**src/rtl/core/pag_pkg.sv**
```systemverilog
`timescale 1ns / 1ps
`default_nettype none
package pag_pkg;

  localparam int MAX_NODES   = 1024;
  localparam int SAMPLE_BITS = 16;
  localparam int NODE_W      = $clog2(MAX_NODES);
  localparam int SRC_W       = NODE_W + 1;
  localparam int CFG_W       = 11;
  localparam int LIM_W       = (SRC_W > CFG_W) ? SRC_W : CFG_W;
  localparam int DEG_W       = 11;
  localparam int TOT_W       = 20;
  localparam int EDGE_W      = 10;
  localparam int PROD_W      = SAMPLE_BITS + TOT_W;
  localparam int CFG_RESET   = 1024;

  localparam int FIFO_DEPTH  = 4;
  localparam int FIFO_PTR_W  = $clog2(FIFO_DEPTH);
  localparam int FIFO_CNT_W  = FIFO_PTR_W + 1;

  localparam logic [DEG_W-1:0] DEG_MAX = '1;
  localparam logic [TOT_W-1:0] TOT_MAX = '1;

  typedef enum logic [1:0] {
    KIND_FINISHED,
    KIND_SEED,
    KIND_CANDIDATE
  } kind_t;

  typedef struct packed {
    logic                   valid;
    kind_t                  kind;
    logic                   adv;
    logic [SAMPLE_BITS-1:0] sample;
    logic [SRC_W-1:0]       src;
    logic [NODE_W-1:0]      old_src;
    logic [NODE_W-1:0]      tgt;
  } item_t;

  typedef struct packed {
    logic              en;
    logic [NODE_W-1:0] addr;
    logic [DEG_W-1:0]  data;
  } deg_wr_t;

  typedef struct packed {
    logic              edge_valid;
    logic [EDGE_W-1:0] source;
    logic [EDGE_W-1:0] target;
    logic              finished;
  } result_t;

endpackage
`default_nettype wire

```
**src/rtl/core/pag_out_fifo.sv**
```systemverilog
`timescale 1ns / 1ps
`default_nettype none
module pag_out_fifo (
  input  wire logic                              clk,
  input  wire logic                              rst_n,
  input  wire logic                              push_i,
  input  wire pag_pkg::result_t                  din_i,
  output logic                                   out_valid_o,
  input  wire logic                              out_ready_i,
  output pag_pkg::result_t                       dout_o,
  output logic      [pag_pkg::FIFO_CNT_W-1:0]    count_o
);
  import pag_pkg::*;

  result_t               mem_r [FIFO_DEPTH];
  logic [FIFO_PTR_W-1:0] wr_ptr_r, rd_ptr_r;
  logic [FIFO_CNT_W-1:0] cnt_r, cnt_nxt;
  logic                  pop;

  assign out_valid_o = (cnt_r != '0);
  assign pop         = out_valid_o && out_ready_i;
  assign dout_o      = mem_r[rd_ptr_r];
  assign count_o     = cnt_r;

  always_comb begin
    cnt_nxt = cnt_r;
    if (push_i && !pop) begin
      cnt_nxt = cnt_r + FIFO_CNT_W'(1);
    end else if (!push_i && pop) begin
      cnt_nxt = cnt_r - FIFO_CNT_W'(1);
    end
  end

  always_ff @(posedge clk) begin
    if (push_i) begin
      mem_r[wr_ptr_r] <= din_i;
    end
  end

  always_ff @(posedge clk) begin
    if (!rst_n) begin
      wr_ptr_r <= '0;
      rd_ptr_r <= '0;
      cnt_r    <= '0;
    end else begin
      if (push_i) begin
        wr_ptr_r <= wr_ptr_r + FIFO_PTR_W'(1);
      end
      if (pop) begin
        rd_ptr_r <= rd_ptr_r + FIFO_PTR_W'(1);
      end
      cnt_r <= cnt_nxt;
    end
  end

endmodule
`default_nettype wire

```
**config.mk**
```make
export PLATFORM = sky130hd
export DESIGN_NAME = pag_out_fifo
export DESIGN_NICKNAME = d
export VERILOG_FILES = /design/src/rtl/core/pag_pkg.sv /design/src/rtl/core/pag_out_fifo.sv
export SDC_FILE = /design/constraint.sdc
export NUM_CORES = 1
export LEC_CHECK = 0
export CORE_MARGIN = 1.5
export CORE_UTILIZATION = 52
export CTS_BUF_LIST = sky130_fd_sc_hd__clkbuf_2
export DETAILED_ROUTE_END_ITERATION = 6
export DONT_BUFFER_PORTS = 1
export PLACE_DENSITY = 0.67
export SYNTH_ARGS = -nofsm -noshare
export SYNTH_HDL_FRONTEND = slang
export SYNTH_SLANG_ARGS = --single-unit
```
**constraint.sdc**
```tcl
create_clock -name clk -period 2.2 [get_ports clk]
set_clock_uncertainty 0.1 [all_clocks]
set_input_delay 0.33 -clock clk [delete_from_list [all_inputs] [get_ports clk]]
set_output_delay 0.33 -clock clk [all_outputs]
set_load 0.03 [all_outputs]
```
### Word level (Yosys, flattened, before mapping)

Memory sizes are Yosys's and may differ from the RTL's. A register that Yosys moved wholly into a read port is not among the register bits.
Cells that the tools add are included.

| word-level totals | value |
|---|---|
| bits in registers | 7 |
| bits in writable memories | 88 |
| input port bits | 26 |
| word-level logic and storage cells | 21 |
| memories | 1 |

Memories:

| name | depth | bits a word | rd ports | clocked after memory_dff | wr ports | RTL line | source |
|---|---|---|---|---|---|---|---|
| mem_r | 4 | 22 | 1 | 1 | 1 | pag_out_fifo.sv:15 | `result_t mem_r [FIFO_DEPTH];` |

| operators by class | value |
|---|---|
| $add $sub $neg | 4 |
| muxes and demuxes | 6 |
| reduce and logical (&&, ||, !) cells | 7 |

Operators with widths:

| cell | count |
|---|---|
| 2-to-1 mux 3 bit | 2 |
| adder 2 x 1 -> 2 bit (second input constant) | 2 |
| 2-to-1 mux 2 bit | 2 |
| adder 3 x 1 -> 3 bit (second input constant) | 1 |
| logical AND 1 bit | 3 |
| nonzero test 3 bit | 1 |
| subtractor 3 x 1 -> 3 bit (second input constant) | 1 |
| zero test 1 bit | 2 |
| 2-to-1 mux 1 bit | 2 |
| nonzero test 2 bit | 1 |

### Longest topological paths before layout

| depth | value |
|---|---|
| depth after elaboration | 5 |
| depth in mapped cells | 7 |
| mapped depth without buffers | 7 |

### Worst setup path after synthesis

No wires, ideal clock.

| path | value |
|---|---|
| path kind | reg2reg |
| from | reg cnt_r[1] (netlist: count_o[1]) |
| to | reg cnt_r[2] (netlist: count_o[2]) |
| setup time | 0.070 ns |
| arrival | 1.963 ns |
| setup slack | 0.067 ns |
| stages on the path, launching flop included | 8 |
| path buffers | 0 |
| clock period less this slack | 2.133 ns |
| cells stage by stage | dfxtp_1 -> o31ai_4 -> ha_1 -> inv_1 -> fa_1 -> xor2_1 -> or3_1 -> a21boi_1 |

| between the ends | value |
|---|---|
| longest elaborated chain between the ends | 5 |
| elaborated cells between the ends (all ways) | 10 |
| those cells by class | add/sub: 2; mux: 2; reduce/logical: 6 |

RTL lines:

| what | RTL line | source |
|---|---|---|
| from (decl) | pag_out_fifo.sv:17 | `logic [FIFO_CNT_W-1:0] cnt_r, cnt_nxt;` |
| from (signal assigned) | pag_out_fifo.sv:52 | `cnt_r <= cnt_nxt;` |
| parallel branches: the longest is 5 deep, another holds subtractor 3 x 1 -> 3 bit | n/a |  |

Several ways; the timed one is not identified. The select of a mux whose other input is x is not followed.
A chain may end at the register's enable or synchronous reset.

==> impl_metrics.tcl <==
set metrics [dict create \
    outcome "finished clean" \
    setup.worst_path.start_class "register" \
    final-hold-violation-count 0 \
    totalWireLength_um 5920 \
    critical_path_type "reg2out" \
    seqCellArea_um2 2830 \
    globalplace.congestion 0.665 \
    hold-worst-slack_ps 121 \
    start_util_pct 53.7 \
    io_buffers 0 \
    fmax_ghz 0.463 \
    post-route-drc-count 0 \
    max-cap-violations 0 \
    routed_via_density 5.38 \
    timing.critical_path.fanout_max 8 \
    hold_end "count_o[2]" \
    pre_cts_worst_setup_slack_ps 119 \
    cts.path.max_buffers 2 \
    synth.yosys.seq_area_share_pct 77.4 \
    insertion_delay_of_the_later_clocked_pin_in_the_worst_skew_pair_ps 490 \
    synth_fp_nets 188 \
    tritoncts.num_buffers 9 \
    endpoint_kind "output port" \
    synth_cells 156 \
    grt_pass1_wl_um 9530 \
    n_fill_cell 476 \
    number_of_search_and_repair_iterations_in_the_first_detailed_routing_pass 4 \
    report.final.slew_viol_count 0 \
    pwr-share-clk_pct 15.9 \
    finalCritPeriodShare_pct 98.2 \
    synth_seq_cells 97 \
    holdCritStartpoint "push_i" \
    total_switching_power_mw 1.41 \
    route.vias.total 1635 \
    num_io_pins 52 \
    cts.sink_count 97 \
    full_die_area_um2 7530 \
    layout.core_utilization_pct 62.1 \
    drive_above_1_share_pct 25.5 \
    cts_tree "yes" \
    crit-reg2reg-capture "count_o[2]" \
    dieHeight_um 86.8 \
    syn_area_per_cell_um2 23.4 \
    swShare_pct 32.9 \
    floorplan.die.width_um 86.8 \
    cts.htree.levels 3 \
    finalSetupViolCount 0 \
    vdd_ir_drop_max_mv 0.671 \
    rsz0062_at_grt "yes" \
    register_clock_pin_slew_on_the_reported_worst_setup_and_hold_paths_ps 220 \
    worstPathArrival_ps 1730 \
    drt_first_iter_violations 91 \
    max-slew-margin-rel_pct 72.8 \
    wl_per_cell_um 19.5 \
    cp_cell_sequence "buf_12 -> mux4_2" \
    syn-cell-area_um2 3650 \
    fin_cells 304 \
    antenna_diode_count 0 \
    finalNetCount 235 \
    globalRoute.totalOverflow 0 \
    hold_path_depth 3 \
    grt_max_degree 23 \
    worst-r2r-cell-count 7 \
    dpl_cells 260 \
    grt_antenna_before_repair 0 \
    area_growth_syn_to_layout_pct 15.7 \
    worst-slew-pin-transition_ps 409 \
    fp_rows 30 \
    power.internal_mw 2.87 \
    beginning_of_the_worst_register_to_register_path "count_o[1]" \
    core_um2 6790 \
    finalInstanceArea_um2 4220 \
    timing.hold.worst.class "in2reg" \
    clockRootBuffer "sky130_fd_sc_hd__clkbuf_2" \
    power.share.sequential_pct 52.0 \
    dpl.hpwl_um 3710 \
    comb_power_share_pct 32.1 \
    timing.final.crit_period_ps 2160 \
    grt_usage_pct 17.7 \
    ys_types 19 \
    slowest_stage_delay_on_critical_path_ps 620 \
    dpl-instance-area_um2 3830 \
    setup-tns-final_ps 0 \
    worst_path_max_delay_cell "sky130_fd_sc_hd__mux4_2" \
    crit_required_ps 1770 \
    first_global_vias 1853 \
    final.setup.worst_slack_ps 39.1 \
    regToRegSetupSlack_ps 90 \
    detail-route-antenna-nets 0 \
    multi_input_combinational_cell_area_um2 776 \
    report.power.total_mw 4.28 \
    yosys_warns 0 \
    total_leakage_power_nw 1.37 \
    power_density_nw_per_um2 1010 \
]
[registers in the layout, indices dropped and copies added, names as in the netlist, named ones only]
name,flops
count_o,3
mem_r,88
rd_ptr_r,2
wr_ptr_r,2
[layout make-up]
class,count,share of cell area [%]
flip-flops and latches,97,67.0
multi-input cells,52,18.4
repair buffers,40,9.54
well taps,96,2.85
clock buffers,10,1.19
clock inverters,6,0.830
inverters,3,0.267
[cells in the mapped netlist, drive strengths merged]
cell type  number  area, um2
buf             4       32.5
a21boi          1       7.51
or3             2       12.5
nor2b           2       12.5
o21ai           1       5.00
ha              5       62.6
mux2i           2       20.0
xnor2           3       26.3
o31ai           1       21.3
fa              1       20.0
xor2            2       17.5
o311ai          1       16.3
edfxtp         88       2640
mux4           22        503
and2            9       56.3
dfxtp           9        180
inv             3       11.3
[power by group through the flow]
| stage | Combinational (mW) | Clock (mW) | Sequential (mW) |
|---|---|---|---|
| after CTS | 1.34 | 0.701 | 2.22 |
| after detailed placement | 1.19 | 0 | 2.28 |
| after global routing | 1.46 | 0.777 | 2.24 |
| final | 1.37 | 0.679 | 2.22 |
| after floorplan | 0.999 | 0 | 2.29 |
| after global placement | 1.17 | 0 | 2.26 |
[kinds of logic (layout without fill, tap and decap cells)]
kind of cell,count (synthesis),after routing,share of synthesized area (%)
flip-flops,97,97,77.4
multiplexers,24,24,14.3
AND/OR/NAND/NOR,13,13,2.23
buffers and inverters,7,59,1.20
adder cells (fa/ha/maj),6,6,2.26
XOR/XNOR,5,5,1.20
AO/OA/AOI/OAI,4,4,1.37
[worst max-delay path, delay by kind of cell, from the launching register on]
| family | cells | cell delay (ps) |
|---|---|---|
| buffers and inverters | 1 | 150 |
| multiplexers | 1 | 620 |
| flip-flops | 1 | 460 |
[timing repair]
| action | 4_1_cts | 5_1_grt |
|---|---|---|
| pin swaps | 0 | 0 |
| endpoints found under the hold margin | 97 | 0 |
| gates resized for setup | 3 | 7 |
| setup endpoints to repair | 22 | 22 |
| hold buffers | 26 | 0 |
| buffers inserted | 1 | 1 |
[layer usage]
metal	up-vias	global-route usage (%)	part of all wire, %
met3	10	3.81	3.6
met1	854	22.0	42
met5	-	0	0
met4	0	8.80	1.7
met2	35	29.6	52
li1	736	-	-
[placed cells by master, fill, tap and decap left out, drive strengths merged]
cell type	synthesis	final
fa	1	1
inv	3	3
o21ai	1	1
clkbuf	0	10
clkinv	0	4
clkinvlp	0	2
or3	2	2
and2	9	9
dlygate4sd3	0	26
xor2	2	2
xnor2	3	3
ha	5	5
o31ai	1	1
mux2i	2	2
o311ai	1	1
buf	4	14
mux4	22	22
edfxtp	88	88
dfxtp	9	9
nor2b	2	2
a21boi	1	1
[worst max-delay path by stage]
stage | from | cells after the start | end | slack (ps)
final | register | 2 | dout_o[8] | 40
after global routing | register | 2 | dout_o[6] | -60
after CTS | register | 2 | dout_o[14] | -80
after detailed placement | count_o[1] | 7 | count_o[2] | 120
after global placement | count_o[1] | 7 | count_o[2] | 250
after floorplan | count_o[1] | 7 | count_o[2] | 70
Power figures use the tool's default switching activity.
