--- src/rtl/core/pag_pkg.sv ---
`timescale 1ns / 1ps
`default_nettype none
package pag_pkg;

  localparam int MAX_NODES   = 1024;
  localparam int SAMPLE_BITS = 16;
  localparam int NODE_W      = $clog2(MAX_NODES);
  localparam int SRC_W       = NODE_W + 1;
  localparam int CFG_W       = 11;
  localparam int LIM_W       = (SRC_W > CFG_W) ? SRC_W : CFG_W;
  localparam int DEG_W       = 11;
  localparam int TOT_W       = 20;
  localparam int EDGE_W      = 10;
  localparam int PROD_W      = SAMPLE_BITS + TOT_W;
  localparam int CFG_RESET   = 1024;

  localparam int FIFO_DEPTH  = 4;
  localparam int FIFO_PTR_W  = $clog2(FIFO_DEPTH);
  localparam int FIFO_CNT_W  = FIFO_PTR_W + 1;

  localparam logic [DEG_W-1:0] DEG_MAX = '1;
  localparam logic [TOT_W-1:0] TOT_MAX = '1;

  typedef enum logic [1:0] {
    KIND_FINISHED,
    KIND_SEED,
    KIND_CANDIDATE
  } kind_t;

  typedef struct packed {
    logic                   valid;
    kind_t                  kind;
    logic                   adv;
    logic [SAMPLE_BITS-1:0] sample;
    logic [SRC_W-1:0]       src;
    logic [NODE_W-1:0]      old_src;
    logic [NODE_W-1:0]      tgt;
  } item_t;

  typedef struct packed {
    logic              en;
    logic [NODE_W-1:0] addr;
    logic [DEG_W-1:0]  data;
  } deg_wr_t;

  typedef struct packed {
    logic              edge_valid;
    logic [EDGE_W-1:0] source;
    logic [EDGE_W-1:0] target;
    logic              finished;
  } result_t;

endpackage
`default_nettype wire

--- src/rtl/core/pag_ctrl.sv ---
`timescale 1ns / 1ps
`default_nettype none
module pag_ctrl (
  input  wire logic                                 clk,
  input  wire logic                                 rst_n,
  input  wire logic                                 cfg_wr_en,
  input  wire logic [pag_pkg::CFG_W-1:0]            cfg_wr_data,
  input  wire logic                                 in_fire_i,
  input  wire logic [pag_pkg::SAMPLE_BITS-1:0]      sample_i,
  output logic                                      rd_en_o,
  output logic      [pag_pkg::NODE_W-1:0]           rd_addr_o,
  output pag_pkg::item_t                            s1_o
);
  import pag_pkg::*;

  logic [CFG_W-1:0]  node_count_r;
  logic [SRC_W-1:0]  src_r, src_nxt;
  logic [NODE_W-1:0] tgt_r, tgt_nxt;
  logic              seed_r, seed_nxt;
  item_t             s1_r, item_nxt;

  logic [LIM_W-1:0]  cnt_ext;
  logic [LIM_W-1:0]  limit;
  logic [SRC_W-1:0]  src_inc;
  logic [SRC_W-1:0]  tgt_inc;

  assign cnt_ext = LIM_W'(node_count_r);
  assign limit   = (cnt_ext > LIM_W'(MAX_NODES)) ? LIM_W'(MAX_NODES) : cnt_ext;
  assign src_inc = src_r + SRC_W'(1);
  assign tgt_inc = SRC_W'(tgt_r) + SRC_W'(1);

  always_ff @(posedge clk) begin
    if (!rst_n) begin
      node_count_r <= CFG_W'(CFG_RESET);
    end else if (cfg_wr_en) begin
      node_count_r <= cfg_wr_data;
    end
  end

  always_comb begin
    src_nxt          = src_r;
    tgt_nxt          = tgt_r;
    seed_nxt         = seed_r;
    rd_en_o          = 1'b0;
    item_nxt.valid   = in_fire_i;
    item_nxt.kind    = KIND_FINISHED;
    item_nxt.adv     = 1'b0;
    item_nxt.sample  = sample_i;
    item_nxt.src     = src_r;
    item_nxt.old_src = NODE_W'(src_r);
    item_nxt.tgt     = tgt_r;
    if (in_fire_i) begin
      if (LIM_W'(src_r) >= limit) begin
        item_nxt.kind = KIND_FINISHED;
      end else if (!seed_r) begin
        seed_nxt      = 1'b1;
        item_nxt.kind = KIND_SEED;
      end else if (tgt_inc >= src_r) begin
        tgt_nxt      = '0;
        src_nxt      = src_inc;
        item_nxt.adv = 1'b1;
        item_nxt.src = src_inc;
        item_nxt.tgt = '0;
        if (LIM_W'(src_inc) >= limit) begin
          item_nxt.kind = KIND_FINISHED;
        end else begin
          item_nxt.kind = KIND_CANDIDATE;
          rd_en_o       = 1'b1;
        end
      end else begin
        tgt_nxt       = NODE_W'(tgt_inc);
        item_nxt.tgt  = NODE_W'(tgt_inc);
        item_nxt.kind = KIND_CANDIDATE;
        rd_en_o       = 1'b1;
      end
    end
  end

  assign rd_addr_o = item_nxt.tgt;

  always_ff @(posedge clk) begin
    if (!rst_n) begin
      src_r  <= SRC_W'(1);
      tgt_r  <= '0;
      seed_r <= 1'b0;
      s1_r   <= '0;
    end else begin
      src_r  <= src_nxt;
      tgt_r  <= tgt_nxt;
      seed_r <= seed_nxt;
      s1_r   <= item_nxt;
    end
  end

  assign s1_o = s1_r;

endmodule
`default_nettype wire

--- config.mk ---
export PLATFORM = sky130hd
export DESIGN_NAME = pag_ctrl
export DESIGN_NICKNAME = d
export VERILOG_FILES = /design/src/rtl/core/pag_pkg.sv /design/src/rtl/core/pag_ctrl.sv
export SDC_FILE = /design/constraint.sdc
export NUM_CORES = 1
export LEC_CHECK = 0
export ABC_AREA = 0
export BUFFER_PORTS_ARGS = -buffer_cell sky130_fd_sc_hd__buf_2
export CELL_PAD_IN_SITES_DETAIL_PLACEMENT = 0
export CELL_PAD_IN_SITES_GLOBAL_PLACEMENT = 1
export CORE_MARGIN = 2
export CORE_UTILIZATION = 41
export CTS_BUF_LIST = sky130_fd_sc_hd__clkbuf_4
export CTS_CLUSTER_SIZE = 20
export DETAILED_ROUTE_END_ITERATION = 7
export PLACE_DENSITY = 0.85
export SETUP_SLACK_MARGIN = 0.02
export SYNTH_ARGS = -nofsm -noshare
export SYNTH_HDL_FRONTEND = slang
export SYNTH_SLANG_ARGS = --single-unit
export TNS_END_PERCENT = 30
--- constraint.sdc ---
create_clock -name clk -period 4 [get_ports clk]
set_input_delay 0.6 -clock clk [delete_from_list [all_inputs] [get_ports clk]]
set_output_delay 0.6 -clock clk [all_outputs]
set_load 0.1 [all_outputs]
======== Word level (Yosys, flattened, before mapping) ========
Cells that the tools add are included.
storage, ports and cells
  register bits after elaboration ......... 74
operators by class
  $lt $le $gt $ge ......................... 4
  mux-type cells .......................... 18
  add/subtract/negate cells ............... 2
  reductions and logical operators ........ 3
  bitwise logic cells ..................... 4
operators by type and width
  kind                                                   number
  two-way mux 11 bit                                     5
  two-way mux 10 bit                                     4
  greater-or-equal comparator 11 bit                     3
  adder 10 x 1 -> 11 bit, second input constant          1
  adder 11 x 1 -> 11 bit, second input constant          1
  greater-than comparator 11 bit, second input constant  1
  two-way mux 1 bit                                      7
  two-way mux 2 bit                                      2
  inverter 1 bit                                         4
  OR reduction 4 bit                                     1
  OR reduction 3 bit                                     1
  AND reduction 2 bit                                    1

======== Logic depth before layout (Yosys ltp) ========
Gate-level depths: netlist (run 1).
  depth after elaboration ................. 8
  depth in mapped cells ................... 14
  depth with buffers taken out ............ 12

======== Worst setup path before layout (run 1) ========
OpenSTA, ideal clock, no wires.
  path kind ............................... register to output
  from .................................... register s1_o[0] (netlist name)
  to ...................................... output rd_en_o
  required time ........................... 3.400 ns
  arrival time ............................ 4.723 ns
  stages on the path, launching flop included .. 14
  setup slack ............................. -1.323 ns
  path buffers ............................ 2
  cells stage by stage .................... dfxtp_1 ha_1 nand3_1 nor2_1 nand3_1 and2_1 or2_1 ha_1 and3_1 a221oi_2 buf_6 buf_6 a21oi_1 nor2_1
RTL lines
  item              line            source
  end: declaration  pag_ctrl.sv:10  output logic rd_en_o,

==> flow_summary.json, run 1 <==
{
  "synth-async-reset-ratio_pct": 0,
  "cts_hold_buf": 0,
  "total_negative_setup_slack_ns": 0,
  "die_y_um": 96.8,
  "ant_nets": 0,
  "setup-violations-final": 0,
  "cts.path.max_buffers": 2,
  "sequential_cell_area_um2": 1300,
  "yosys-top-cells-area": "dfxtp_1, ha_1, and2_1, nand2_1, nor2b_1",
  "dp_hpwl_um": 5830,
  "grt_max_degree": 44,
  "finalNonFillerCells": 581,
  "clkLatencyLatePin_ns": 0.43,
  "fillerInstances": 751,
  "place_inst": 556,
  "clock.fmax_mhz": 263,
  "fin_crit_sh_pct": 95.2,
  "design.portCount": 93,
  "synth_seq_cells": 64,
  "crit_fanout": 5,
  "clock_tree_from_tritoncts": "yes",
  "detail_route.vias_per_cell": 4.92,
  "synth_seq_area_share_pct": 36.3,
  "multiInputGateArea_um2": 2100,
  "synthCells": 385,
  "nNetsFinal": 537,
  "worst-endpoint-required_ns": 3.40,
  "yosysWarnings": 0,
  "relSlewSlack_pct": 58.4,
  "drt_first_iter_violations": 93,
  "dr_total_vias": 2859,
  "cts_inserted_buffers": 9,
  "result_of_the_run": "completed",
  "pwr_density_cell_nw_per_um2": 316,
  "post-route-drc-count": 0,
  "initial_core_util_pct": 42.6,
  "clock-root-buffer": "clkbuf_4",
  "layout-area-overhead-vs-synth_pct": 26.9,
  "number_of_max_slew_violations_in_the_final_report": 0,
  "vdd.ir_drop.worst_mv": 0.264,
  "num_antenna_cells": 0,
  "drv.max_cap_violation_count": 0,
  "clkSinkCount": 64,
  "clk_pin_slew_worst_paths_ns": 0.11,
  "holdCritPathClass": "input pin to flop",
  "beginning_of_the_critical_path": "s1_o[0]",
  "final_period_minus_worst_setup_slack_ns": 3.81,
  "critical_path.startpoint_type": "flop",
  "yosys.cell_count.top_type": "dfxtp_1",
  "synthesis.area_um2": 3530,
  "placement_rows": 33,
  "die_area_um2": 9370,
  "final_skew_ns": 0.0188,
  "postSynthNetCount": 451,
  "port_buffers": 92,
  "gp_congestion": 0.843,
  "antenna_found_initial": 0,
  "top_cell_type_s_share_of_synthesized_area_pct": 36.3,
  "coreArea_um2": 8300,
  "grt_pass1_vias": 2741,
  "first_pass_grt_wire_length_um": 13100,
  "r2r-start": "s1_o[0]",
  "post_drt_wl_per_cell_um": 13.6,
  "yosys.area.top_type": "dfxtp_1",
  "min_from": "sample_i[8]",
  "rsz0062_at_grt": "true",
  "finalHoldViolations": 0,
  "ctsHtreeMaxLevel": 3,
  "synth_edf_count": 0,
  "syn_area_per_cell_um2": 9.17,
  "global_route.overflow_total": 0,
  "final_layout_size_suffix_gt1_share_pct": 33.8,
  "drt_pass1_iterations": 4,
  "gr-usage-all-layers_pct": 17.0,
  "dpl_cell_area_um2": 4170,
  "yosys-top-cells-count": "dfxtp_1, nand2_1, ha_1",
  "timing.setup.critical_path_class": "flop to primary output",
  "postLayoutCellArea_um2": 4480,
  "power_leakage_nw": 2.16,
  "timing.critical_path.arrival_ns": 3.21,
  "endpoint_kind": "primary output",
  "chipWidth_um": 96.8,
  "synthFlopType": "dfxtp_1",
  "synth.distinct_cells": 41,
  "transition_time_at_the_pin_with_the_least_slew_margin_ns": 0.625,
  "route.final.wire_length_um": 7880
}
per-layer routing:
metal	vias to the layer above	part of all wire, %	GRT usage (%)
met5	-	0	0
met4	0	0.99	4.98
met3	8	6.1	4.91
met2	84	46	27.5
met1	1302	47	22.2
li1	1465	-	-
layout by cell type (no fill, tap or decap), types with 4 or more instances in the layout:
cell type and count:
xnor2_1 11, nor3b_2 5, ha_1 34, inv_1 16
buf_4 13, dfxtp_2 6, clkbuf_4 9, mux2_1 9
buf_12 11, nand3_1 12, nor2_1 9, a21boi_1 9
a21o_1 6, nand2_1 42, nor2b_1 23, buf_2 82
nor3_2 4, dfxtp_1 55, and3_1 4, and2_1 30
a22oi_1 5, mux2i_1 12, a21oi_1 12, xor2_1 4
what timing repair did:
item | CTS | global route
hold endpoints to repair | 0 | 0
setup endpoints to repair | 11 | 11
buffers inserted | 5 | 3
pin swaps | 4 | 7
resized for setup | 11 | 15
gates cloned | 1 | 0
power breakdown:
part           internal [W]  switching, W  total [W]
clock              0.000184      0.000243   0.000427
sequential         0.000660     0.0000131   0.000674
combinational     0.0000900      0.000225   0.000315
logic make-up (layout without fill, tap and decap cells):
group,count (synthesis),count (layout),share of synthesized area (%)
AOI/OAI and AO/OA,48,48,9.46
xor gates and xnor gates,15,15,3.72
adders and majority gates,35,35,12.4
buffers and inverters,50,141,7.86
DFF,64,64,36.3
muxes,21,21,6.27
and+or+nand+nor,152,152,24.0
flip-flops by register name, summed over array words and instances, names as in the netlist:
register,count
src_r,11
seed_r,1
cnt_ext,11
s1_o,41
worst max-delay path: stages, from the launching register on:
cell	delay (ns)
dfxtp_4	0.39
and3_4	0.19
nand3_2	0.08
and2_4	0.15
or2_4	0.24
ha_1	0.27
and3_4	0.19
a221oi_4	0.22
o21ai_2	0.11
a221oi_4	0.31
buf_2	0.22
nand3_1	0.11
nand2_1	0.13
buf_12	0.18
stage by stage:
| step | hold WS [ns] | utilization [%] | total power (W) | worst slack (ns) |
|---|---|---|---|---|
| after floorplan | 0.404 | - | 0.000922 | 0.0526 |
| final | 0.370 | 54.0 | 0.00142 | 0.191 |
| after global routing | 0.351 | 54.0 | 0.00148 | -0.0153 |
| after global placement | 0.425 | 50.2 | 0.000982 | 0.495 |
| after detailed placement | 0.434 | 50.2 | 0.000987 | 0.416 |
| after CTS | 0.350 | 52.8 | 0.00143 | 0.0471 |
worst paths after layout:
path	slack, ns	endpoint	cells past startpoint
setup / recovery	0.19	rd_addr_o[4]	13
hold / removal	0.37	s1_o[39]	2
setup reg to reg	0.88	src_r[2]	14
hold reg to reg	0.46	s1_o[48]	1
final cells by class:
type | count | area share, %
sequential | 64 | 29.0
inverter | 17 | 1.51
clock inverter | 7 | 1.40
clock buffer | 9 | 1.51
tap | 105 | 2.93
multi-input combinational | 271 | 46.9
timing repair buffer | 108 | 16.8
No activity file was read; power rests on OpenSTA's default activity.
==> run 2: changes to the inputs <==
--- a/config.mk
+++ b/config.mk
@@ -14,7 +14,9 @@
 export CTS_BUF_LIST = sky130_fd_sc_hd__clkbuf_4
 export CTS_CLUSTER_SIZE = 20
 export DETAILED_ROUTE_END_ITERATION = 7
+export GPL_TIMING_DRIVEN = 0
 export PLACE_DENSITY = 0.85
+export RECOVER_POWER = 25
 export SETUP_SLACK_MARGIN = 0.02
 export SYNTH_ARGS = -nofsm -noshare
 export SYNTH_HDL_FRONTEND = slang
==> flow_summary.json, run 2 (synthesis results as in run 1) <==
{
  "result_of_the_run": "completed",
  "nNetsFinal": 576,
  "post_drt_wl_per_cell_um": 14.1,
  "timing.setup.critical_path_class": "flop to primary output",
  "most_used_cell_along_the_critical_path": "buf_4",
  "power_leakage_nw": 2.36,
  "finalNonFillerCells": 620,
  "clk_pin_slew_worst_paths_ns": 0.12,
  "min_from": "sample_i[12]",
  "cts_inserted_buffers": 9,
  "drt_pass1_iterations": 4,
  "final_layout_size_suffix_gt1_share_pct": 38.4,
  "vdd.ir_drop.worst_mv": 0.221,
  "total_negative_setup_slack_ns": 0,
  "worst-r2r-cell-count": 22,
  "whs_endpoint": "s1_o[43]",
  "place_inst": 582,
  "number_of_max_slew_violations_in_the_final_report": 0,
  "global_route.overflow_total": 0,
  "dr_total_vias": 3033,
  "timing.reg2reg.setup_slack_ns": 0.25,
  "die_y_um": 96.8,
  "dp_hpwl_um": 6230,
  "cts_hold_buf": 0,
  "mostFrequentLayoutCell": "buf_2",
  "relSlewSlack_pct": 49.8,
  "standard_cell_with_the_maximum_stage_delay_on_the_critical_path": "dfxtp_4",
  "ctsHtreeMaxLevel": 3,
  "min_path_cells": 2,
  "drt_first_iter_violations": 83,
  "pwr_density_cell_nw_per_um2": 305,
  "placement_rows": 33,
  "clkSinkCount": 64,
  "timing.critical_path.arrival_ns": 3.38,
  "grt_max_degree": 13,
  "beginning_of_the_critical_path": "s1_o[0]",
  "final_period_minus_worst_setup_slack_ns": 3.98,
  "clock_tree_from_tritoncts": "yes",
  "initial_core_util_pct": 42.6,
  "detail_route.vias_per_cell": 4.89,
  "grt_pass1_vias": 3033,
  "antenna_found_initial": 0,
  "critical_path.startpoint_type": "flop",
  "globalRouteMet1Util_pct": 25.9,
  "worst-endpoint-required_ns": 3.40,
  "post-route-drc-count": 0,
  "crit_fanout": 5,
  "largest_register_ffs": 41,
  "chipWidth_um": 96.8,
  "coreArea_um2": 8300,
  "clkLatencyLatePin_ns": 0.41,
  "setup_ws_ns": 0.0193,
  "power_consumption_w": 0.00147,
  "most_used_cells_in_the_layout_excluding_fill_and_tap_cells": "buf_2, dfxtp_1, nand2_1, ha_1, buf_4",
  "fin_crit_sh_pct": 99.5,
  "grt.met3_usage_pct": 4.05,
  "cts.path.max_buffers": 2,
  "route.final.wire_length_um": 8770,
  "gr-usage-all-layers_pct": 18.9,
  "port_buffers": 92,
  "globalRouteMet2Util_pct": 30.0,
  "gr-max-usage-layer": "met2",
  "drv.max_cap_violation_count": 0,
  "rsz0062_at_grt": "true",
  "worstReg2RegEnd": "s1_o[7]",
  "holdCritPathClass": "input pin to flop",
  "design.portCount": 93,
  "crit_path_cell_trace": "and3_4, nand3_2, and2_4, or2_2, ha_4, and3_4, buf_4, nand3_1, o21ai_1, a221oi_2, buf_4, buf_8, buf_4, a21oi_2, nor2_4, buf_12",
  "final_skew_ns": 0.0159,
  "gp_congestion": 0.857,
  "transition_time_at_the_pin_with_the_least_slew_margin_ns": 0.753,
  "setup-violations-final": 0,
  "place_worst_setup_slack_ns": -0.0242,
  "r2r-start": "s1_o[0]",
  "finalHoldViolations": 0,
  "finish.utilization_pct": 58.2,
  "ant_nets": 0,
  "num_antenna_cells": 0,
  "clock-root-buffer": "clkbuf_4",
  "die_area_um2": 9370,
  "clock.fmax_mhz": 251,
  "critical_path.max_stage_delay_ns": 0.40,
  "first_pass_grt_wire_length_um": 14600,
  "endpoint_kind": "primary output",
  "layout-area-overhead-vs-synth_pct": 36.8
}
==> run 2: worst max-delay path, delay by kind of cell (launching register included) <==
family / cells / cell delay [ns]
buffers and inverters: 5 / 0.73
adders and majority gates: 1 / 0.27
AOI/OAI and AO/OA: 3 / 0.52
DFF: 1 / 0.40
and+or+nand+nor: 7 / 1.06
==> run 2: power by group <==
group	total, W	leakage (nW)	switching, W	internal (W)
Combinational	0.000348	1.76	0.000241	0.000107
Sequential	0.000673	0.529	0.0000134	0.000660
Clock	0.000450	0.0719	0.000260	0.000190
Total	0.00147	2.36	0.000514	0.000958
==> run 2: layout make-up <==
class	count	area [um^2]
Fill cell	762	3470
Multi-Input combinational cell	271	2130
Sequential cell	64	1300
Timing Repair Buffer	120	885
Buffer	27	186
Tap cell	105	131
Clock inverter	7	72.6
Clock buffer	9	67.6
Inverter	17	63.8
==> run 2: repair_timing <==
item,4_1_cts,5_1_grt
endpoints found under the setup margin,11,12
cloned,2,0
buffers inserted,21,6
pin swaps,8,21
endpoints found under the hold margin,0,0
resized for setup,64,24
==> run 2: through the flow <==
| step | hold slack, ns | cell area [um^2] |
|---|---|---|
| after floorplan | 0.404 | 3560 |
| after global placement | 0.446 | 4150 |
| after detailed placement | 0.459 | 4150 |
| after CTS | 0.364 | 4700 |
| after global routing | 0.368 | 4830 |
| final | 0.388 | 4830 |
==> run 2: routing by layer <==
metal  share of wire [%]  wire, um
met1                  47      4160
met2                  46      4050
met3                 5.7       497
met4                0.72        63
met5                   0         0
==> run 2: how the worst max path moves through the flow <==
stage	to	cells after the start
floorplan	rd_en_o	13
global placement	rd_addr_o[7]	15
detailed placement	rd_addr_o[7]	15
CTS	rd_addr_o[6]	15
global route	rd_addr_o[2]	14
finish	rd_en_o	16
