## config.mk

```make
export PLATFORM = sky130hd
export DESIGN_NAME = pag_update
export DESIGN_NICKNAME = d
export VERILOG_FILES = /design/src/rtl/core/pag_pkg.sv /design/src/rtl/core/pag_update.sv
export SDC_FILE = /design/constraint.sdc
export NUM_CORES = 1
export LEC_CHECK = 0
export ABC_AREA = 1
export BUFFER_PORTS_ARGS = -buffer_cell sky130_fd_sc_hd__buf_2
export CAP_MARGIN = 20
export CORE_MARGIN = 5
export CORE_UTILIZATION = 53
export CTS_CLUSTER_SIZE = 25
export DETAILED_ROUTE_END_ITERATION = 10
export GPL_TIMING_DRIVEN = 0
export PLACE_DENSITY = 0.71
export SYNTH_ARGS = -nofsm -noshare
export SYNTH_HDL_FRONTEND = slang
export SYNTH_SLANG_ARGS = --single-unit
```

## constraint.sdc

```tcl
create_clock -name clk -period 20.3 [get_ports clk]
set_clock_uncertainty 0.1 [all_clocks]
set_input_delay 0 -clock clk [delete_from_list [all_inputs] [get_ports clk]]
set_output_delay 0 -clock clk [all_outputs]
set_load 0.01 [all_outputs]
```

## src/rtl/core/pag_pkg.sv

```systemverilog
`timescale 1ns / 1ps
`default_nettype none
package pag_pkg;

  localparam int MAX_NODES   = 1024;
  localparam int SAMPLE_BITS = 16;
  localparam int NODE_W      = $clog2(MAX_NODES);
  localparam int SRC_W       = NODE_W + 1;
  localparam int CFG_W       = 11;
  localparam int LIM_W       = (SRC_W > CFG_W) ? SRC_W : CFG_W;
  localparam int DEG_W       = 11;
  localparam int TOT_W       = 20;
  localparam int EDGE_W      = 10;
  localparam int PROD_W      = SAMPLE_BITS + TOT_W;
  localparam int CFG_RESET   = 1024;

  localparam int FIFO_DEPTH  = 4;
  localparam int FIFO_PTR_W  = $clog2(FIFO_DEPTH);
  localparam int FIFO_CNT_W  = FIFO_PTR_W + 1;

  localparam logic [DEG_W-1:0] DEG_MAX = '1;
  localparam logic [TOT_W-1:0] TOT_MAX = '1;

  typedef enum logic [1:0] {
    KIND_FINISHED,
    KIND_SEED,
    KIND_CANDIDATE
  } kind_t;

  typedef struct packed {
    logic                   valid;
    kind_t                  kind;
    logic                   adv;
    logic [SAMPLE_BITS-1:0] sample;
    logic [SRC_W-1:0]       src;
    logic [NODE_W-1:0]      old_src;
    logic [NODE_W-1:0]      tgt;
  } item_t;

  typedef struct packed {
    logic              en;
    logic [NODE_W-1:0] addr;
    logic [DEG_W-1:0]  data;
  } deg_wr_t;

  typedef struct packed {
    logic              edge_valid;
    logic [EDGE_W-1:0] source;
    logic [EDGE_W-1:0] target;
    logic              finished;
  } result_t;

endpackage
`default_nettype wire

```

## src/rtl/core/pag_update.sv

```systemverilog
`timescale 1ns / 1ps
`default_nettype none
module pag_update (
  input  wire logic                          clk,
  input  wire logic                          rst_n,
  input  wire pag_pkg::item_t                s1_i,
  input  wire logic [pag_pkg::DEG_W-1:0]     rd_data_i,
  output pag_pkg::deg_wr_t                   wr_o,
  output pag_pkg::result_t                   res_o,
  output logic                               res_push_o,
  output logic                               pend_valid_o
);
  import pag_pkg::*;

  logic [TOT_W-1:0]  total_r, total_nxt;
  logic [DEG_W-1:0]  src_deg_r, src_deg_nxt;
  deg_wr_t           wr_q_r;
  deg_wr_t           pend_r, pend_nxt;
  deg_wr_t           wr;
  deg_wr_t           wb_new;

  logic [DEG_W-1:0]  deg_fwd;
  logic [DEG_W-1:0]  deg_cur;
  logic [DEG_W-1:0]  deg_inc;
  logic [PROD_W-1:0] product;
  logic              is_cand;
  logic              is_seed;
  logic              hit;

  // degree seen by this item: memory, then last port write, then parked write-back
  always_comb begin
    deg_fwd = rd_data_i;
    if (wr_q_r.en && (wr_q_r.addr == s1_i.tgt)) begin
      deg_fwd = wr_q_r.data;
    end
    if (pend_r.en && (pend_r.addr == s1_i.tgt)) begin
      deg_fwd = pend_r.data;
    end
  end

  assign is_cand = s1_i.valid && (s1_i.kind == KIND_CANDIDATE);
  assign is_seed = s1_i.valid && (s1_i.kind == KIND_SEED);
  assign deg_cur = is_seed ? '0 : deg_fwd;
  assign deg_inc = (deg_cur == DEG_MAX) ? deg_cur : deg_cur + DEG_W'(1);
  assign product = PROD_W'(s1_i.sample) * PROD_W'(total_r);
  assign hit     = is_seed ||
                   (is_cand && (product[PROD_W-1:SAMPLE_BITS] < TOT_W'(deg_cur)));

  always_comb begin
    wb_new.en   = s1_i.valid && s1_i.adv;
    wb_new.addr = s1_i.old_src;
    wb_new.data = src_deg_r;

    wr          = '0;
    pend_nxt    = pend_r;
    if (hit) begin
      wr.en   = 1'b1;
      wr.addr = s1_i.tgt;
      wr.data = deg_inc;
      if (pend_r.en && (pend_r.addr == s1_i.tgt)) begin
        pend_nxt.en = 1'b0;
      end
      if (wb_new.en) begin
        pend_nxt = wb_new;
      end
    end else if (wb_new.en) begin
      wr = wb_new;
    end else if (pend_r.en) begin
      wr          = pend_r;
      pend_nxt.en = 1'b0;
    end
  end

  always_comb begin
    if (wb_new.en) begin
      src_deg_nxt = hit ? DEG_W'(1) : '0;
    end else if (hit) begin
      src_deg_nxt = (src_deg_r == DEG_MAX) ? src_deg_r : src_deg_r + DEG_W'(1);
    end else begin
      src_deg_nxt = src_deg_r;
    end
    if (hit) begin
      total_nxt = (total_r > TOT_MAX - TOT_W'(2)) ? TOT_MAX : total_r + TOT_W'(2);
    end else begin
      total_nxt = total_r;
    end
  end

  always_ff @(posedge clk) begin
    if (!rst_n) begin
      total_r   <= '0;
      src_deg_r <= '0;
      wr_q_r    <= '0;
      pend_r    <= '0;
    end else begin
      total_r   <= total_nxt;
      src_deg_r <= src_deg_nxt;
      wr_q_r    <= wr;
      pend_r    <= pend_nxt;
    end
  end

  assign wr_o             = wr;
  assign res_push_o       = s1_i.valid;
  assign res_o.edge_valid = hit;
  assign res_o.source     = hit ? EDGE_W'(s1_i.src) : '0;
  assign res_o.target     = hit ? EDGE_W'(s1_i.tgt) : '0;
  assign res_o.finished   = s1_i.valid && (s1_i.kind == KIND_FINISHED);
  assign pend_valid_o     = pend_r.en;

  a_adv_target_zero: assert property (@(posedge clk) disable iff (!rst_n)
    s1_i.valid && s1_i.adv |-> s1_i.tgt == '0)
    else $error("advancing item has nonzero target");

  a_hit_order: assert property (@(posedge clk) disable iff (!rst_n)
    hit && is_cand |-> SRC_W'(s1_i.tgt) < s1_i.src)
    else $error("accepted edge with target not below source");

  a_single_writeback: assert property (@(posedge clk) disable iff (!rst_n)
    pend_r.en |-> !(s1_i.valid && s1_i.adv))
    else $error("second write-back while one is parked");

  a_pend_drains: assert property (@(posedge clk) disable iff (!rst_n)
    pend_r.en && !s1_i.valid |=> !pend_r.en)
    else $error("parked write-back not drained on idle port");

  a_total_even: assert property (@(posedge clk) disable iff (!rst_n)
    (total_r[0] == 1'b0) || (total_r == TOT_MAX))
    else $error("total degree odd below saturation");

endmodule
`default_nettype wire

```

# == Word level (Yosys, flattened, before mapping) ==
# Cells that the tools add are included.
# totals
word_cells,54
reg_bits,75
in_bits,64
out_inout_bits,46
# op_classes
n_mul,1
mux,18
order_cmp,2
reduce_logical,13
add_sub_neg,3
eq_ne,9
# ops
operator,n
22-bit two-way mux,4
11-bit two-way mux,7
16-bit by 20-bit multiplier with 36-bit output,1
11-bit by 1-bit adder with 11-bit output (second input constant),2
11-bit equality test (second input constant),2
20-bit by 2-bit adder with 20-bit output (second input constant),1
10-bit equality test,2
20-bit > comparator (second input constant),1
20-bit by 11-bit less-than comparator with 1-bit output,1
10-bit two-way mux,2
20-bit two-way mux,1
1-bit logical AND,7
2-bit AND reduction,3
1-bit two-way mux,4
3-bit by 2-bit != test with 1-bit output (second input constant),1
2-bit by 1-bit equality test with 1-bit output (second input constant),1
2-bit equality test (second input constant),1
2-bit zero test,1
2-bit by 1-bit != test with 1-bit output (second input constant),1
2-bit != test (second input constant),1
2-bit nonzero test,1
1-bit logical OR,1

# == Longest topological paths before layout ==
# Gate-level depths: netlist of run 1.
# logic_depth
depth_word,10
ltp_mapped,40
ltp_nobuf,37

# == Worst setup path before layout of run 1 ==
# No wires, ideal clock.
# synth_path
kind,flip-flop to flip-flop
from,register total_r[1]
to,register wr_q_r[0] (netlist bit)
synth_period_minus_slack_ns,6.833
setup_ns,0.130
arrival_time_ns,6.603
path_slack_ns,13.467
n_path_buf,3
path_stages_with_launch,31
required_ns,20.070
path_cell_list,dfxtp_1 clkbuf_1 buf_1 nand2_1 fa_1 fa_1 inv_1 fa_1 fa_1 fa_1 inv_1 fa_1 inv_1 ha_1 nand2_1 nor4_1 nand2_1 nand2_1 a21oi_1 xnor2_1 ha_1 a21o_1 nand4_1 nand2_1 nor3_2 nand2_1 nand2_4 inv_2 buf_4 nand2_1 a21oi_2
# synth_via
elab_chain_cells,5
# synth_rtl
element,line,rtl
from (decl),pag_update.sv:15,"logic [TOT_W-1:0] total_r, total_nxt;"
from (signal assigned),pag_update.sv:96,total_r <= total_nxt;
16-bit by 20-bit multiplier with 36-bit output,pag_update.sv:45,assign product = PROD_W'(s1_i.sample) * PROD_W'(total_r);
20-bit by 11-bit less-than comparator with 1-bit output,pag_update.sv:47,(is_cand && (product[PROD_W-1:SAMPLE_BITS] < TOT_W'(deg_cur)));
1-bit logical AND,pag_update.sv:47,
1-bit logical OR,pag_update.sv:46,assign hit = is_seed ||
22-bit two-way mux,pag_update.sv:56,if (hit) begin
to (signal assigned),pag_update.sv:98,wr_q_r <= wr;
to (decl),pag_update.sv:17,deg_wr_t wr_q_r;
# No other way between the ends.
# A chain may end at the register's enable or synchronous reset.

# == Final worst setup path of run 1 ==
# layout_path
from,register total_r[6]
to,register wr_q_r[20] (netlist bit)
# Same word-level chain as after synthesis.

==> impl_metrics.ini, run 1 <==
[sta]
setup_violations = 0
relSlewSlack_pct = 45.12
rsz0062_at_grt = no
finalWorstSetupSlack_ps = 11300
fin_tns_setup_ps = 0
tightest_slew_ps = 823.2
hold_violations = 0
fmaxAchievable_mhz = 111.1
holdWs_ps = 167.7
post-route-min-period_ps = 9004
finalCritPeriodShare_pct = 44.36
drv_slew = 0

[final_layout]
fin_cells = 2854
mostFrequentLayoutCells = nand2_1 (673), inv_1 (565), fa_1 (249), nor2_1 (139), ha_1 (118)
fin_nets = 2890
area_growth_pct = 9.410
final_util_pct = 58.98
drive_above_1_share_pct = 6.577
final_common_cell = nand2_1

[setup_path]
cp.arrival_ps = 9150
cp-end-kind = flop
crit_path_max_incr_delay_ps = 690
path_max_fanout = 10
crit_type = flop to flop
startpoint_type = flop
crit_slowest_cell = buf_1
reg2reg_depth = 34
crit_required_ps = 20440

[floorplanning]
core_area_mm2 = 0.02980
die-area_mm2 = 0.03389
rows = 63
dieWidth_um = 184.1
ios = 110
initial_core_util_pct = 53.91
die_y_um = 184.1

[grt]
grt_max_degree = 14
use_met2_pct = 50.31
grtUsageMet3_pct = 5.131
grt-busiest-layer = met2
first_global_vias = 15792
grt-ovfl-total = 0
antenna_found_initial = 0
grt_use_total_pct = 29.51
met1_usage_pct = 37.90
grt_pass1_wl_um = 79640

[yosys]
syn_area_mm2 = 0.01606
postSynthAreaPerCell_um2 = 6.882
synth_cell_types = 46
yosysSeqAreaShare_pct = 9.347
ys_ff_latch = 75
yosys_warnings = 0
syn_nets = 2765
syn_inst = 2334

[pwr]
peakVddDrop_v = 0.00004808
leakage_uw = 0.009829
p_per_area_mw_per_mm2 = 25.21

[routing]
dr.pass1.iters = 5
num_vias = 15101
viasPerCell = 5.291
drt_wl_total_um = 48540
drc = 0
drtIter0Drc = 1150
antenna_left = 0
wire_per_inst_um = 17.01

[flow_run]
maxCapViolCount = 0

[clock_tree]
clk_pin_slew_ps = 70
clk_latency_ps = 360
cts_resized = 0
cts.sinks = 75
clockRootBuffer = clkbuf_16
tritoncts = yes
numCtsBuffers = 9
cts.htree.levels = 3
clock_path_buffers = 2

[place]
post-place-cells = 2816
preCtsSetupSlack_ps = 11910
numPortBuffers = 92
gp_congestion = 0.9730
dp_hpwl_um = 39850

[min_path]
hold_path_depth = 3
hold_path_class = input pin to output pin

[outcome]
outcome = finished, final reports clean
through the flow:
stage	total power, uW	cell area (um^2)
after floorplan	213.6	16060
after global placement	248.7	17010
after detailed placement	250.0	17010
after CTS	442.2	17570
after global routing	460.4	17570
final	443.0	17570
where the power goes:
part	switching [uW]	total, uW	internal (uW)
registers	2.67	154	151
logic	66.4	98.4	31.9
clock network	71.1	191	120
total	140	443	303
worst paths after layout:
path	start	to	slack, ps
worst max-delay path	total_r[6]$_SDFFE_PN0N_	wr_q_r[20]$_SDFF_PN0_	11300
worst min-delay path	s1_i[49]	res_o[0]	170
worst max register to register	total_r[6]$_SDFFE_PN0N_	wr_q_r[20]$_SDFF_PN0_	11300
worst min register to register	pend_r[16]$_SDFFE_PN0P_	pend_r[16]$_SDFFE_PN0P_	410
layout make-up:
cell class / count / area (um^2)
flip-flops and latches: 75 / 1501
diodes: 1 / 2.502
clock buffers: 9 / 225.2
well taps: 390 / 488.0
inverters: 575 / 2168
multi-input cells: 1576 / 11870
plain buffers: 108 / 520.5
repair buffers: 114 / 680.7
clock inverters: 6 / 115.1
fillers: 2923 / 12220
routing by layer:
layer	up-vias	part of all wire [%]
li1	7127	-
met1	7187	40
met2	662	48
met3	125	8.4
met4	0	3.6
met5	-	0
timing repair:
action / CTS / global route
hold buffers: 22 / 0
setup buffers: 0 / 0
endpoints found under the hold margin: 24 / 0
state kept, by name, indices dropped and copies added, names as in the netlist:
register      count
pend_r           21
src_deg_r        11
pend_valid_o      1
total_r          20
wr_q_r           22
kinds of logic (layout without fill, tap and decap cells):
group	count (synthesis)	after routing	synth area share, %
other cells	0	1	0
buf+inv	683	812	16.74
xor+xnor	42	42	2.290
flops	75	75	9.347
fa+ha+maj	367	367	40.22
compound gates	209	209	6.987
simple gates	951	951	23.98
mux	7	7	0.4362
critical path, delay by kind of cell (launching register included):
kind	cells	cell delay [ps]
xor gates and xnor gates	1	110
adders and majority gates	8	3830
and+or+nand+nor	13	1640
AOI/OAI and AO/OA	3	400
DFF	1	330
buffers and inverters	9	2450
Yosys cell counts (all sizes together):
library cell | n | area, um^2
xnor2 | 12 | 105.1
o21ai | 84 | 420.4
o31ai | 6 | 45.04
ha | 118 | 1476
nor4 | 2 | 12.51
a21o | 7 | 52.55
inv | 572 | 2147
dfxtp | 75 | 1501
o211ai | 3 | 22.52
nor3b | 4 | 30.03
nand3 | 71 | 360.3
nor2 | 142 | 545.5
nand4 | 11 | 68.82
nor3 | 32 | 180.2
clkbuf | 64 | 240.2
xor2 | 30 | 262.8
or2 | 2 | 12.52
mux2i | 7 | 70.07
clkinv | 3 | 21.27
a21oi | 97 | 493.0
a211oi | 1 | 7.510
buf | 44 | 280.3
o21bai | 4 | 30.03
and3 | 1 | 6.260
o311ai | 1 | 8.760
nand3b | 6 | 45.04
nand2 | 678 | 2577
a31oi | 3 | 18.77
fa | 249 | 4985
and2 | 2 | 12.51
a21boi | 2 | 15.01
a2111oi | 1 | 8.760
Note: power is estimated with default switching activity, not from simulation.
==> run 2, diff against run 1 <==
--- a/config.mk
+++ b/config.mk
@@ -5,7 +5,7 @@
 export SDC_FILE = /design/constraint.sdc
 export NUM_CORES = 1
 export LEC_CHECK = 0
-export ABC_AREA = 1
+export ABC_AREA = 0
 export BUFFER_PORTS_ARGS = -buffer_cell sky130_fd_sc_hd__buf_2
 export CAP_MARGIN = 20
 export CORE_MARGIN = 5
==> constraint.sdc (replaced) <==
create_clock -name clk -period 8.6 [get_ports clk]
set_clock_uncertainty 0.1 [all_clocks]
set_input_delay 0 -clock clk [delete_from_list [all_inputs] [get_ports clk]]
set_output_delay 0 -clock clk [all_outputs]
set_load 0.01 [all_outputs]
==> run 2 against run 1 <==
The run now ends with negative setup slack left. Power rose to 7.2 times the previous value. Area after synthesis down 1.4%. Die area down 1.3%. Sequential cell count unchanged. Combinational power rose to 24 times the previous value. Setup slack worse by 11000 ps. Worst hold slack worse by 55 ps. Routed wire length up 8.4%. Largest cell class unchanged.
==> impl_metrics.ini, run 2 <==
[final_layout]
fin_area_mm2 = 0.01950
largest-register = wr_q_r
final-seq-area_mm2 = 0.001554
final_common_cell = nand2_1
fin_cells = 2564
drive_above_1_share_pct = 18.35
fin_nets = 2600
area_growth_pct = 23.05
largest_reg_flops = 22
biggestRegsByFlops = wr_q_r x22, pend_r x21, total_r x20
n_antenna_cell = 0
num-fill-cells = 2375
mostFrequentLayoutCells = nand2_1 (338), inv_1 (302), fa_1 (238), and2_1 (147), ha_1 (104)
multi_input_area_mm2 = 0.01334

[sta]
finalCritPeriodShare_pct = 101.0
post-route-min-period_ps = 8682
setup_violations = 41
drv_slew = 0
finalWorstSetupSlack_ps = -82.39
rsz0062_at_grt = yes
fmaxAchievable_mhz = 115.2
relSlewSlack_pct = 9.347
tightest_slew_ps = 1360
hold_violations = 0

[yosys]
netlist.area_leader.share_pct = 31.46
synth_edf_count = 0
yosysSeqAreaShare_pct = 9.476
ys_top_cells_by_count = nand2_1 (347), inv_1 (312), fa_1 (249)
yosysMostFrequentCell = nand2_1
synth.area.top_cells = fa_1 (31%), dfxtp_1 (9.5%), ha_1 (9.3%), nand2_1 (8.2%), inv_1 (7.4%)
ys_ff_latch = 75
synthFlopType = dfxtp_1
async_flop_share_pct = 0
syn_nets = 2391
syn_inst = 1960
synth_cell_types = 81
postSynthAreaPerCell_um2 = 8.084
syn_area_mm2 = 0.01585
synth_area_leader_cell = fa_1
yosys_warnings = 0

[setup_path]
critPathMostFrequentCell = fa_1
reg2reg_setup_slack_ps = -60
path_max_fanout = 8
cp.arrival_ps = 8580
crit_path_max_incr_delay_ps = 610
crit_type = flop to output pin
cp-end-kind = output pin
path_buf_inv = 8
crit_family = adder cells
crit_required_ps = 8500
startpoint_type = flop
crit_slowest_cell = fa_1

[pwr]
switching_share_pct = 49.61
leakage_uw = 0.008905
p_int_uw = 1609
p_clk_share_pct = 12.9
p_seq_share_pct = 11.9
peakVddDrop_v = 0.0001284
p_per_area_mw_per_mm2 = 163.8
power_frac_comb_pct = 75.2
power.switching_uw = 1584

[routing]
wire_per_inst_um = 20.53
num_vias = 15262
drtIter0Drc = 1628
dr.pass1.iters = 6
antenna_left = 0
drc = 0
viasPerCell = 5.952
drt_wl_total_um = 52640

[outcome]
outcome = finished, violations left
failed_checks = negative setup slack

[grt]
grt_use_total_pct = 30.12
grt-ovfl-total = 0
grt_pass1_wl_um = 80790
antenna_found_initial = 1
first_global_vias = 15418
grt_max_degree = 15

[clock_tree]
clock_path_buffers = 2
clk_latency_ps = 350
numCtsBuffers = 9
cts.htree.levels = 3
cts.sinks = 75
clk_pin_slew_ps = 70
tritoncts = yes
clockRootBuffer = clkbuf_16

[floorplanning]
die-area_mm2 = 0.03345
core_area_mm2 = 0.02956
rows = 63
initial_core_util_pct = 53.60
ios = 110
dieWidth_um = 182.9
die_y_um = 182.9

[min_path]
hold_path_class = input pin to flop

[place]
place_area_mm2 = 0.01679
gp_congestion = 0.9743
numPortBuffers = 92
post-place-cells = 2442
dp_hpwl_um = 38360

[flow_run]
maxCapViolCount = 0
[run 2: through the flow]
stage	hold slack [ps]	power [uW]	TNS, ps	worst slack (ps)	utilization [%]
after floorplan	-50.52	1724	0	205.6	-
after global placement	161.2	2171	-180200	-1940	56.81
after detailed placement	167.9	2204	-189640	-2013	56.81
after CTS	95.87	2874	-218.7	-31.67	62.04
after global routing	171.1	3437	-16260	-329.4	65.96
final	112.3	3193	-1869	-82.39	65.96
[run 2: kinds of logic after synthesis]
family          synth area share [%]
fa+ha+maj                      40.78
xor+xnor                       2.377
simple gates                   21.93
mux                            2.780
compound gates                 11.84
flops                          9.476
buf+inv                        10.82
[run 2: path summary, 6_finish.rpt]
path,from,depth (start not counted),end
setup / recovery,total_r[11]$_SDFFE_PN0N_,32,wr_o[11]
hold / removal,s1_i[47],5,src_deg_r[2]$_SDFFE_PN0P_
hold reg to reg,pend_r[0]$_SDFFE_PN0P_,2,pend_r[0]$_SDFFE_PN0P_
setup reg to reg,total_r[11]$_SDFFE_PN0N_,33,pend_r[9]$_SDFFE_PN0P_
[run 2: power by group through the flow]
stage	registers, uW	logic, uW	clock network, uW
6_report	381	2400	411
5_1_grt	383	2630	423
4_1_cts	382	2080	410
3_5_place_dp	383	1820	0
3_3_place_gp	383	1790	0
2_1_floorplan	379	1340	0
[run 2: repair_timing]
item | 4_1_cts | 5_1_grt
endpoints found under the hold margin | 20 | 0
gates cloned | 0 | 8
resized for setup | 217 | 164
hold buffers | 20 | 0
pin swaps | 38 | 111
setup endpoints to repair | 118 | 113
setup buffers | 30 | 57
[run 2: final cells by class]
cell class              count  share of cell area, %
plain buffers             124                  5.378
repair buffers            207                  8.092
multi-input cells        1439                  68.41
well taps                 390                  2.503
clock buffers              10                  1.226
flip-flops and latches     75                  7.970
inverters                 313                  6.051
clock inverters             6                 0.3658
[run 2: tightest hold or removal path, cell delays in order]
cell     delay [ps]
buf_2            80
and2_1          220
nor2_1           80
nand2_1          70
mux2i_1          60
[run 2: per-layer routing]
metal / wire length [um] / GRT usage (%) / share of wire, % / vias up
li1: - / - / - / 6742
met1: 19950 / 38.76 / 38 / 7410
met2: 25010 / 50.81 / 48 / 905
met3: 5096 / 5.216 / 9.7 / 201
met4: 2546 / 12.01 / 4.8 / 4
met5: 26 / 0 / 0.049 / -
